===== config.mk =====
export PLATFORM = sky130hd
export DESIGN_NAME = fir_filter_with_bypass_flat
export DESIGN_NICKNAME = d
export VERILOG_FILES = /design/src/rtl/fbyp_pkg.sv /design/src/rtl/fbyp_in_if.sv /design/src/rtl/fbyp_out_if.sv /design/src/rtl/fir_filter_with_bypass.sv /design/src/rtl/fbyp_ram.sv /design/src/flat_wrapper.sv
export SDC_FILE = /design/constraint.sdc
export NUM_CORES = 2
export LEC_CHECK = 0
export ABC_AREA = 0
export BUFFER_PORTS_ARGS = -buffer_cell sky130_fd_sc_hd__clkbuf_2
export CORE_MARGIN = 2
export CORE_UTILIZATION = 40
export CTS_BUF_LIST = sky130_fd_sc_hd__clkbuf_2
export CTS_CLUSTER_SIZE = 8
export DETAILED_ROUTE_END_ITERATION = 10
export PLACE_DENSITY_LB_ADDON = 0.12
export RECOVER_POWER = 25
export SETUP_SLACK_MARGIN = 0.3
export SYNTH_ARGS = -nofsm -noshare
export SYNTH_HDL_FRONTEND = slang
export SYNTH_SLANG_ARGS = --single-unit
export TNS_END_PERCENT = 30

===== constraint.sdc =====
create_clock -name clk -period 8.92 [get_ports clk]
set_input_delay 1.338 -clock clk [delete_from_list [all_inputs] [get_ports clk]]
set_output_delay 1.338 -clock clk [all_outputs]
set_load 0.05 [all_outputs]

===== src/rtl/fbyp_pkg.sv =====
// ---------------------------------------------------------------------------
// fbyp_pkg : shared constants for the FIR filter with bypass
// Sample conversion constants, output scaling and parameter defaults.
// ---------------------------------------------------------------------------
`timescale 1ns / 1ps
`default_nettype none
package fbyp_pkg;

  // parameter defaults
  localparam int TAPS_DEF      = 64;
  localparam int ACC_SHIFT_DEF = 15;
  localparam int Y_FRAC_DEF    = 12;

  // field widths
  localparam int SMP_W  = 12;
  localparam int IDX_W  = 6;
  localparam int COEF_W = 16;
  localparam int DAC_W  = 16;

  // sample to fixed point: floor(smp * 135168 / 20475) - 13516
  localparam int X_MUL = 135168;
  localparam int X_DIV = 20475;
  localparam int X_OFS = 13516;
  localparam int NUM_W = 30;
  localparam int Q_W   = 15;

  // output scaling
  localparam int DAC_GAIN = 1240;
  localparam int DAC_MID  = 2048;

  // request types
  localparam logic REQ_SAMPLE = 1'b0;
  localparam logic REQ_COEF   = 1'b1;

endpackage
`default_nettype wire


===== src/rtl/fbyp_in_if.sv =====
// ---------------------------------------------------------------------------
// fbyp_in_if : input request channel
// Valid/ready channel carrying samples and coefficient writes.
// ---------------------------------------------------------------------------
`timescale 1ns / 1ps
`default_nettype none
interface fbyp_in_if;
  logic                       valid;
  logic                       ready;
  logic                       req_type;
  logic [11:0]                sample;
  logic [5:0]                 coef_index;
  logic signed [15:0]         coef_value;

  modport source (output valid, req_type, sample, coef_index, coef_value, input ready);
  modport sink   (input valid, req_type, sample, coef_index, coef_value, output ready);
endinterface
`default_nettype wire


===== src/rtl/fbyp_out_if.sv =====
// ---------------------------------------------------------------------------
// fbyp_out_if : result channel
// Valid/ready channel carrying DAC codes.
// ---------------------------------------------------------------------------
`timescale 1ns / 1ps
`default_nettype none
interface fbyp_out_if;
  logic        valid;
  logic        ready;
  logic [15:0] dac_value;

  modport source (output valid, dac_value, input ready);
  modport sink   (input valid, dac_value, output ready);
endinterface
`default_nettype wire


===== src/rtl/fir_filter_with_bypass.sv =====
// ---------------------------------------------------------------------------
// fir_filter_with_bypass : FIR filter with bypass
// Converts 12-bit samples to DAC codes, directly or through a TAPS-tap FIR.
// ---------------------------------------------------------------------------
//  channel | dir | handshake         | payload
//  in_ch   | in  | valid/ready       | req_type, sample, coef_index, coef_value
//  out_ch  | out | valid/ready       | dac_value
//  cfg_*   | in  | cfg_we, no ready  | cfg_wdata = bypass_mode
//
// Coefficient writes are done at the input transfer; bypass samples go to
// the output register; filtered samples pass the bit-serial conversion,
// one tap per cycle through the delay and coefficient RAM read ports,
// pipeline drain and output scaling. One item is in work at a time; a
// new item is taken while a result waits in the output register. Reset
// is synchronous; the delay line is cleared logically by a fill count.
// ---------------------------------------------------------------------------
`timescale 1ns / 1ps
`default_nettype none
module fir_filter_with_bypass #(
  parameter int TAPS      = fbyp_pkg::TAPS_DEF,
  parameter int ACC_SHIFT = fbyp_pkg::ACC_SHIFT_DEF,
  parameter int Y_FRAC    = fbyp_pkg::Y_FRAC_DEF
) (
  input  wire        clk,
  input  wire        rst_n,
  fbyp_in_if.sink    in_ch,
  fbyp_out_if.source out_ch,
  input  wire        cfg_we,
  input  wire        cfg_wdata
);
  import fbyp_pkg::*;

  localparam int AW    = $clog2(TAPS);
  localparam int CW    = $clog2(TAPS + 2);
  localparam int FW    = $clog2(TAPS + 1);
  localparam int ACC_W = 64;
  localparam int P_W   = 28;

  localparam logic [2:0] ST_IDLE  = 3'd0;
  localparam logic [2:0] ST_DIV   = 3'd1;
  localparam logic [2:0] ST_WRITE = 3'd2;
  localparam logic [2:0] ST_MAC   = 3'd3;
  localparam logic [2:0] ST_SCALE = 3'd4;
  localparam logic [2:0] ST_RND   = 3'd5;
  localparam logic [2:0] ST_FIN   = 3'd6;

  logic [2:0]               state_r, state_nxt;
  logic                     bypass_r;
  logic [Q_W-1:0]           rem_r, rem_nxt;
  logic [Q_W-1:0]           num_r, num_nxt;
  logic [3:0]               dcnt_r, dcnt_nxt;
  logic [AW-1:0]            wptr_r, wptr_nxt;
  logic [AW-1:0]            rptr_r, rptr_nxt;
  logic [FW-1:0]            fill_r, fill_nxt;
  logic [CW-1:0]            cnt_r, cnt_nxt;
  logic                     v1_r, live1_r, v2_r;
  logic signed [31:0]       prod_r;
  logic signed [ACC_W-1:0]  acc_r, acc_nxt;
  logic signed [P_W-1:0]    p_r;
  logic [DAC_W-1:0]         res_r, res_nxt;
  logic                     out_valid_r;
  logic [DAC_W-1:0]         out_data_r;

  logic                     in_xfer;
  logic [NUM_W-1:0]         num_full;
  logic [Q_W:0]             rem_sh;
  logic                     rem_ge;
  logic signed [15:0]       x_val;
  logic                     coef_we;
  logic [AW-1:0]            coef_raddr;
  logic [COEF_W-1:0]        coef_rdata, dly_rdata;
  logic                     dly_we;
  logic signed [ACC_W-1:0]  acc_sh;
  logic signed [15:0]       y_val;
  logic signed [P_W-1:0]    p_bias;
  logic signed [P_W-1:0]    p_div;
  logic                     out_free;

  assign in_ch.ready   = (state_r == ST_IDLE);
  assign in_xfer       = in_ch.valid && in_ch.ready;
  assign out_ch.valid  = out_valid_r;
  assign out_ch.dac_value = out_data_r;
  assign out_free      = !out_valid_r || out_ch.ready;

  assign num_full = NUM_W'(in_ch.sample) * NUM_W'(X_MUL);
  assign rem_sh   = {rem_r, num_r[Q_W-1]};
  assign rem_ge   = rem_sh >= (Q_W+1)'(X_DIV);
  assign x_val    = 16'({1'b0, num_r}) - 16'(X_OFS);

  // coefficient store, written straight from the input transfer
  assign coef_we = in_xfer && (in_ch.req_type == REQ_COEF) &&
                   ({3'b000, in_ch.coef_index} < 9'(TAPS));
  assign coef_raddr = AW'(cnt_r);

  fbyp_ram #(.WIDTH(COEF_W), .DEPTH(TAPS)) u_coef_ram (
    .clk   (clk),
    .we    (coef_we),
    .waddr (AW'(in_ch.coef_index)),
    .wdata (in_ch.coef_value),
    .raddr (coef_raddr),
    .rdata (coef_rdata)
  );

  // delay line as a circular buffer, newest entry at wptr_r
  assign dly_we = (state_r == ST_WRITE);

  fbyp_ram #(.WIDTH(COEF_W), .DEPTH(TAPS)) u_dly_ram (
    .clk   (clk),
    .we    (dly_we),
    .waddr (wptr_nxt),
    .wdata (x_val),
    .raddr (rptr_r),
    .rdata (dly_rdata)
  );

  // output scaling: truncate toward zero on the divide by 2^Y_FRAC
  assign acc_sh = acc_r >>> ACC_SHIFT;
  assign y_val  = acc_sh[15:0];
  assign p_bias = p_r[P_W-1] ? p_r + P_W'((1 << Y_FRAC) - 1) : p_r;
  assign p_div  = p_bias >>> Y_FRAC;

  // sequencer
  always_comb begin
    state_nxt = state_r;
    rem_nxt   = rem_r;
    num_nxt   = num_r;
    dcnt_nxt  = dcnt_r;
    wptr_nxt  = wptr_r;
    rptr_nxt  = rptr_r;
    fill_nxt  = fill_r;
    cnt_nxt   = cnt_r;
    acc_nxt   = acc_r;
    res_nxt   = res_r;
    case (state_r)
      ST_IDLE: begin
        if (in_xfer && (in_ch.req_type == REQ_SAMPLE)) begin
          if (bypass_r) begin
            res_nxt   = DAC_W'(in_ch.sample);
            state_nxt = ST_FIN;
          end else begin
            rem_nxt   = num_full[NUM_W-1:Q_W];
            num_nxt   = num_full[Q_W-1:0];
            dcnt_nxt  = '0;
            state_nxt = ST_DIV;
          end
        end
      end
      ST_DIV: begin
        num_nxt  = {num_r[Q_W-2:0], rem_ge};
        rem_nxt  = rem_ge ? Q_W'(rem_sh - (Q_W+1)'(X_DIV)) : rem_sh[Q_W-1:0];
        dcnt_nxt = dcnt_r + 4'd1;
        if (dcnt_r == 4'(Q_W - 1)) begin
          state_nxt = ST_WRITE;
        end
      end
      ST_WRITE: begin
        wptr_nxt  = (wptr_r == AW'(TAPS - 1)) ? '0 : wptr_r + AW'(1);
        rptr_nxt  = wptr_nxt;
        if (fill_r != FW'(TAPS)) begin
          fill_nxt = fill_r + FW'(1);
        end
        cnt_nxt   = '0;
        acc_nxt   = '0;
        state_nxt = ST_MAC;
      end
      ST_MAC: begin
        rptr_nxt = (rptr_r == '0) ? AW'(TAPS - 1) : rptr_r - AW'(1);
        cnt_nxt  = cnt_r + CW'(1);
        if (v2_r) begin
          acc_nxt = acc_r + ACC_W'(prod_r);
        end
        if (cnt_r == CW'(TAPS + 1)) begin
          state_nxt = ST_SCALE;
        end
      end
      ST_SCALE: begin
        state_nxt = ST_RND;
      end
      ST_RND: begin
        res_nxt   = DAC_W'(p_div + P_W'(DAC_MID));
        state_nxt = ST_FIN;
      end
      ST_FIN: begin
        if (out_free) begin
          state_nxt = ST_IDLE;
        end
      end
      default: begin
        state_nxt = ST_IDLE;
      end
    endcase
  end

  // control registers
  always_ff @(posedge clk) begin
    if (!rst_n) begin
      state_r     <= ST_IDLE;
      bypass_r    <= 1'b1;
      wptr_r      <= '0;
      fill_r      <= '0;
      v1_r        <= 1'b0;
      v2_r        <= 1'b0;
      out_valid_r <= 1'b0;
    end else begin
      state_r <= state_nxt;
      wptr_r  <= wptr_nxt;
      fill_r  <= fill_nxt;
      if (cfg_we) begin
        bypass_r <= cfg_wdata;
      end
      v1_r <= (state_r == ST_MAC) && (cnt_r < CW'(TAPS));
      v2_r <= v1_r;
      // hold the result until the sink takes it
      if (state_r == ST_FIN && out_free) begin
        out_valid_r <= 1'b1;
      end else if (out_ch.ready) begin
        out_valid_r <= 1'b0;
      end
    end
  end

  // datapath registers
  always_ff @(posedge clk) begin
    rem_r   <= rem_nxt;
    num_r   <= num_nxt;
    dcnt_r  <= dcnt_nxt;
    rptr_r  <= rptr_nxt;
    cnt_r   <= cnt_nxt;
    acc_r   <= acc_nxt;
    res_r   <= res_nxt;
    live1_r <= (CW'(fill_r) > cnt_r);
    prod_r  <= live1_r ? $signed(coef_rdata) * $signed(dly_rdata) : 32'sd0;
    p_r     <= P_W'(y_val) * P_W'(DAC_GAIN);
    if (state_r == ST_FIN && out_free) begin
      out_data_r <= res_r;
    end
  end

endmodule
`default_nettype wire


===== src/rtl/fbyp_ram.sv =====
// ---------------------------------------------------------------------------
// fbyp_ram : generic simple dual-port RAM
// One write port, one read port with registered read data.
// ---------------------------------------------------------------------------
`timescale 1ns / 1ps
`default_nettype none
module fbyp_ram #(
  parameter int WIDTH = 16,
  parameter int DEPTH = 64
) (
  input  wire                          clk,
  input  wire                          we,
  input  wire  [$clog2(DEPTH)-1:0]     waddr,
  input  wire  [WIDTH-1:0]             wdata,
  input  wire  [$clog2(DEPTH)-1:0]     raddr,
  output logic [WIDTH-1:0]             rdata
);
  logic [WIDTH-1:0] mem [DEPTH];

  // write, then registered read
  always_ff @(posedge clk) begin
    if (we) begin
      mem[waddr] <= wdata;
    end
    rdata <= mem[raddr];
  end
endmodule
`default_nettype wire


===== src/flat_wrapper.sv =====
// flat-port wrapper written by rule: the top's interface ports become plain ports
module fir_filter_with_bypass_flat import fbyp_pkg::*;
#(
  parameter int TAPS      = fbyp_pkg::TAPS_DEF,
  parameter int ACC_SHIFT = fbyp_pkg::ACC_SHIFT_DEF,
  parameter int Y_FRAC    = fbyp_pkg::Y_FRAC_DEF
)
  (clk, rst_n, cfg_we, cfg_wdata, in_ch_valid, in_ch_req_type, in_ch_sample, in_ch_coef_index, in_ch_coef_value, in_ch_ready, out_ch_valid, out_ch_dac_value, out_ch_ready);
  fbyp_in_if in_ch_i ();
  fbyp_out_if out_ch_i ();
  input  wire clk;
  input  wire rst_n;
  input  wire cfg_we;
  input  wire cfg_wdata;
  input wire logic [$bits(in_ch_i.valid)-1:0] in_ch_valid;
  input wire logic [$bits(in_ch_i.req_type)-1:0] in_ch_req_type;
  input wire logic [$bits(in_ch_i.sample)-1:0] in_ch_sample;
  input wire logic [$bits(in_ch_i.coef_index)-1:0] in_ch_coef_index;
  input wire logic [$bits(in_ch_i.coef_value)-1:0] in_ch_coef_value;
  output wire logic [$bits(in_ch_i.ready)-1:0] in_ch_ready;
  output wire logic [$bits(out_ch_i.valid)-1:0] out_ch_valid;
  output wire logic [$bits(out_ch_i.dac_value)-1:0] out_ch_dac_value;
  input wire logic [$bits(out_ch_i.ready)-1:0] out_ch_ready;
  assign in_ch_i.valid = in_ch_valid;
  assign in_ch_i.req_type = in_ch_req_type;
  assign in_ch_i.sample = in_ch_sample;
  assign in_ch_i.coef_index = in_ch_coef_index;
  assign in_ch_i.coef_value = in_ch_coef_value;
  assign in_ch_ready = in_ch_i.ready;
  assign out_ch_valid = out_ch_i.valid;
  assign out_ch_dac_value = out_ch_i.dac_value;
  assign out_ch_i.ready = out_ch_ready;
  fir_filter_with_bypass #(.TAPS(TAPS), .ACC_SHIFT(ACC_SHIFT), .Y_FRAC(Y_FRAC)) u_core (.clk(clk), .rst_n(rst_n), .in_ch(in_ch_i), .out_ch(out_ch_i), .cfg_we(cfg_we), .cfg_wdata(cfg_wdata));
endmodule

==> results.txt <==
- For this run, the number of Yosys warnings is 0.
* CTS tree: done
* Dpl cells: 8816
* Via total after detailed routing: 52790
- Setup repair after global routing left no endpoint under its margin.
- Counting the buffers created by CTS gives 609.
* Maximum number of buffers from clock root to sink: 4
* Die Footprint: 0.255 mm^2
- STA classifies the critical path startpoint as a flip-flop.
- In this run, synthesis inferred 2158 flip-flops with an integrated enable.
* Worst Hold Depth: 2
* Floorplan die width: 505 um
- Number of hold-slack violations in the final timing report: 0
* Crit Path Category: flip-flop to flip-flop
* Setup Buffers After CTS: 0
- Post-route clock skew: 0.270 ns
- Across the run, the number of max-cap violations was 17.
* Fraction of final layout cells with drive strength greater than 1: 0.298
* Effective utilization at floorplan: 0.401
- Port Buf Inserts: 58
- CTS saw 2267 sinks.
- Once detailed placement completed, the half-perimeter wirelength came to 159 mm.
- The H-tree was split into 6 levels.
- Using the TritonRoute via totals, the vias-per-cell ratio works out to 5.35.
* Endpoint of the worst setup timing path: u_core.prod_r[30]
- For the pin with the worst max-slew slack, the measured transition is 3.54 ns.
* Detailed-route DRC error count: 0
* Number of rows created at floorplan: 184
- # hold bufs at CTS: 19
* Most used cells in the layout excluding fill and tap cells: sky130_fd_sc_hd__edfxtp_1 (2158), sky130_fd_sc_hd__clkbuf_2 (952), sky130_fd_sc_hd__mux4_2 (634)
- Overall routing resource usage: 0.205
* Sequential cell area fraction in the yosys report: 0.666
* Crit path launch: u_core.u_coef_ram.rdata[15]
- PostCTS Resize Cnt: 0
- Mean routed wirelength per cell: 26.6 um
* DRC marker count from the first detailed-route iteration: 4776
* Final-layout setup total negative slack: 0 ns
- Post-synthesis async set-or-reset flop share: 0
- The detail route stage leaves a number of antenna-violating nets equal to 0.
* Number of nets in the finished design: 6646
* Area added between synthesis and finish: 10.9%
- Vias in the first global route: 55333
* Result of the run: finished with violations
* Core footprint: 0.251 mm^2
* Maximum clock rate: 152 MHz
- Required @ worst endpoint: 10.43 ns
- The final reports fail on max-capacitance violations, max-slew violations.
* Cells after Synth: 5449
- The startpoint identified for the worst register-to-register timing path is u_core.u_coef_ram.rdata[15].
* Final Cycle Share: 0.738
- Measured against its own limit, the worst slew margin works out to -1.36.
- Remaining Overflow, GRT: 0
* Routed Wire Length: 262 mm
* Worst R2R End: u_core.prod_r[30]
- Final cell count without fillers: 9873
* Flip-flop and latch count after synthesis: 2267
* Synth Flop Type: sky130_fd_sc_hd__edfxtp_1
- In this run the cell area of the synthesized design comes to 0.101 mm^2.
* Filler instances: 22169
* Max-slew violation total from the final report: 1107
- Synth unique cells: 73
* First-pass GRT wire length: 383 mm
* Endpoint type of the worst setup path: flip-flop
- The initial antenna violation count was 26.
- The root buffer cell chosen for the clock tree is sky130_fd_sc_hd__clkbuf_2.
* Maximum fanout count along the critical path: 17
- Final-report setup violation count: 0
- Leading post-synthesis cells by cell area: sky130_fd_sc_hd__edfxtp_1 (64%), sky130_fd_sc_hd__mux4_2 (14%), sky130_fd_sc_hd__fa_1 (6.0%), sky130_fd_sc_hd__ha_1 (2.6%), sky130_fd_sc_hd__dfxtp_1 (2.2%)
- Register clock-pin slew on the reported worst setup and hold paths: 0.09 ns
- Proportion of netlist area held by the largest area contributor: 0.645
- Min cycle time layout: 6.59 ns
- The die is 505 um tall.
- Cell accounting for the most synthesized area: sky130_fd_sc_hd__edfxtp_1
* Routability cong.: 0.786
- Cells on worst reg2reg path: 20
- Number of search-and-repair iterations in the first detailed-routing pass: 5
* Data arrival time of the critical path: 8.10 ns
* Worst min-delay path class: input pin to flip-flop
- A synthesized cell averages 18.4 um^2.
* Syn nets: 5997
* Number of top-level pins: 59
- Maximum number of pins on one net before global-route repair: 113
- Internal reg-to-reg setup slack: 2.33 ns
- The library cell used most frequently in the layout, excluding fill and tap cells, is sky130_fd_sc_hd__edfxtp_1.
- Insertion delay to the later sink of the worst-skew pair: 1.77 ns
[synthesized netlist by cell type, types with 17 or more instances]
master and instances:
sky130_fd_sc_hd__a211oi_1 18, sky130_fd_sc_hd__a21o_1 23, sky130_fd_sc_hd__a21oi_1 93, sky130_fd_sc_hd__and2_1 133, sky130_fd_sc_hd__and3_1 29, sky130_fd_sc_hd__buf_1 20
sky130_fd_sc_hd__buf_2 51, sky130_fd_sc_hd__clkbuf_1 142, sky130_fd_sc_hd__dfxtp_1 109, sky130_fd_sc_hd__edfxtp_1 2158, sky130_fd_sc_hd__fa_1 299, sky130_fd_sc_hd__ha_1 208
sky130_fd_sc_hd__inv_1 393, sky130_fd_sc_hd__mux2i_1 46, sky130_fd_sc_hd__mux4_2 634, sky130_fd_sc_hd__nand2_1 235, sky130_fd_sc_hd__nand2b_1 18, sky130_fd_sc_hd__nand3_1 37
sky130_fd_sc_hd__nor2_1 265, sky130_fd_sc_hd__nor2b_1 23, sky130_fd_sc_hd__nor3_1 47, sky130_fd_sc_hd__o21a_1 20, sky130_fd_sc_hd__o21ai_0 87, sky130_fd_sc_hd__or3_1 17
sky130_fd_sc_hd__xnor2_1 74, sky130_fd_sc_hd__xor2_1 55
[critical path, cell delays in order, from the launching register on]
cell and delay [ns]:
sky130_fd_sc_hd__dfxtp_1 0.76, sky130_fd_sc_hd__nand2_1 0.20, sky130_fd_sc_hd__inv_1 0.17, sky130_fd_sc_hd__fa_1 0.54, sky130_fd_sc_hd__inv_1 0.14, sky130_fd_sc_hd__fa_1 0.46
sky130_fd_sc_hd__inv_1 0.29, sky130_fd_sc_hd__fa_1 0.50, sky130_fd_sc_hd__fa_1 0.51, sky130_fd_sc_hd__fa_1 0.49, sky130_fd_sc_hd__inv_1 0.05, sky130_fd_sc_hd__fa_1 0.48
sky130_fd_sc_hd__inv_1 0.04, sky130_fd_sc_hd__ha_1 0.30, sky130_fd_sc_hd__nand3_1 0.15, sky130_fd_sc_hd__nor2_1 0.14, sky130_fd_sc_hd__nand2_1 0.07, sky130_fd_sc_hd__o311ai_0 0.72
sky130_fd_sc_hd__a31oi_1 0.21, sky130_fd_sc_hd__o21ai_0 0.18, sky130_fd_sc_hd__nor3b_1 0.20
[how the worst min path moves through the flow]
| stage | from | slack, ns | end |
|---|---|---|---|
| 2_1_floorplan | u_core.res_r[0] | 0.40 | u_core.out_ch.dac_value[0] |
| 3_3_place_gp | u_core.res_r[3] | 0.40 | u_core.out_ch.dac_value[3] |
| 3_5_place_dp | u_core.res_r[3] | 0.40 | u_core.out_ch.dac_value[3] |
| 4_1_cts | in_ch_coef_value[9] | 0.005 | u_core.u_coef_ram.mem[50][9] |
| 5_1_grt | rst_n | 0.18 | u_core.bypass_r |
| 6_report | rst_n | 0.27 | u_core.bypass_r |
[metrics by stage]
stage | hold WS, ns | worst slack [ns] | utilization | cell area, um^2
2_1_floorplan | 0.400 | 3.02 | - | 101000
3_3_place_gp | 0.404 | 2.30 | 0.422 | 106000
3_5_place_dp | 0.405 | 2.22 | 0.422 | 106000
4_1_cts | 0.00458 | 2.31 | 0.445 | 112000
5_1_grt | 0.180 | 1.87 | 0.445 | 111000
6_report | 0.266 | 2.33 | 0.445 | 111000
[kinds of logic after synthesis]
group,share of synthesized area
AOI/OAI and AO/OA,0.0229
xor gates and xnor gates,0.0112
adders and majority gates,0.0854
buffers and inverters,0.0251
DFF,0.666
muxes,0.148
and+or+nand+nor,0.0407
[flip-flops by register name (all words and copies together), names as in the netlist, 4 cells and up]
signal,flops
u_core.res_r,16
u_core.prod_r,31
u_core.wptr_r,6
u_core.rptr_r,6
u_core.u_dly_ram.rdata,16
u_core.p_r,25
u_core.cnt_r,7
u_core.dcnt_r,4
u_core.fill_r,7
u_core.u_coef_ram.mem,1024
u_core.u_coef_ram.rdata,16
u_core.num_r,15
u_core.rem_r,15
u_core.out_ch.dac_value,16
u_core.u_dly_ram.mem,1024
u_core.acc_r,31
[area by class of cell]
| cell class | count | area [um^2] | area share |
|---|---|---|---|
| antenna | 10 | 25.0 | 0.000225 |
| clock buffer | 897 | 4490 | 0.0403 |
| clock inverter | 131 | 922 | 0.00827 |
| inverter | 394 | 1480 | 0.0133 |
| multi-input combinational | 2554 | 31400 | 0.282 |
| sequential | 2267 | 67000 | 0.601 |
| tap | 3348 | 4190 | 0.0376 |
| timing repair buffer | 272 | 1950 | 0.0175 |
[metal layers]
layer / track usage / wire length (um)
met5: 0 / 26
met4: 0.0529 / 4840
met3: 0.0337 / 14600
met2: 0.320 / 124000
met1: 0.300 / 119000
Power is left out: the tool's default activity adds up to more than one toggle a clock period on the data nets, which glitch-free logic cannot reach.
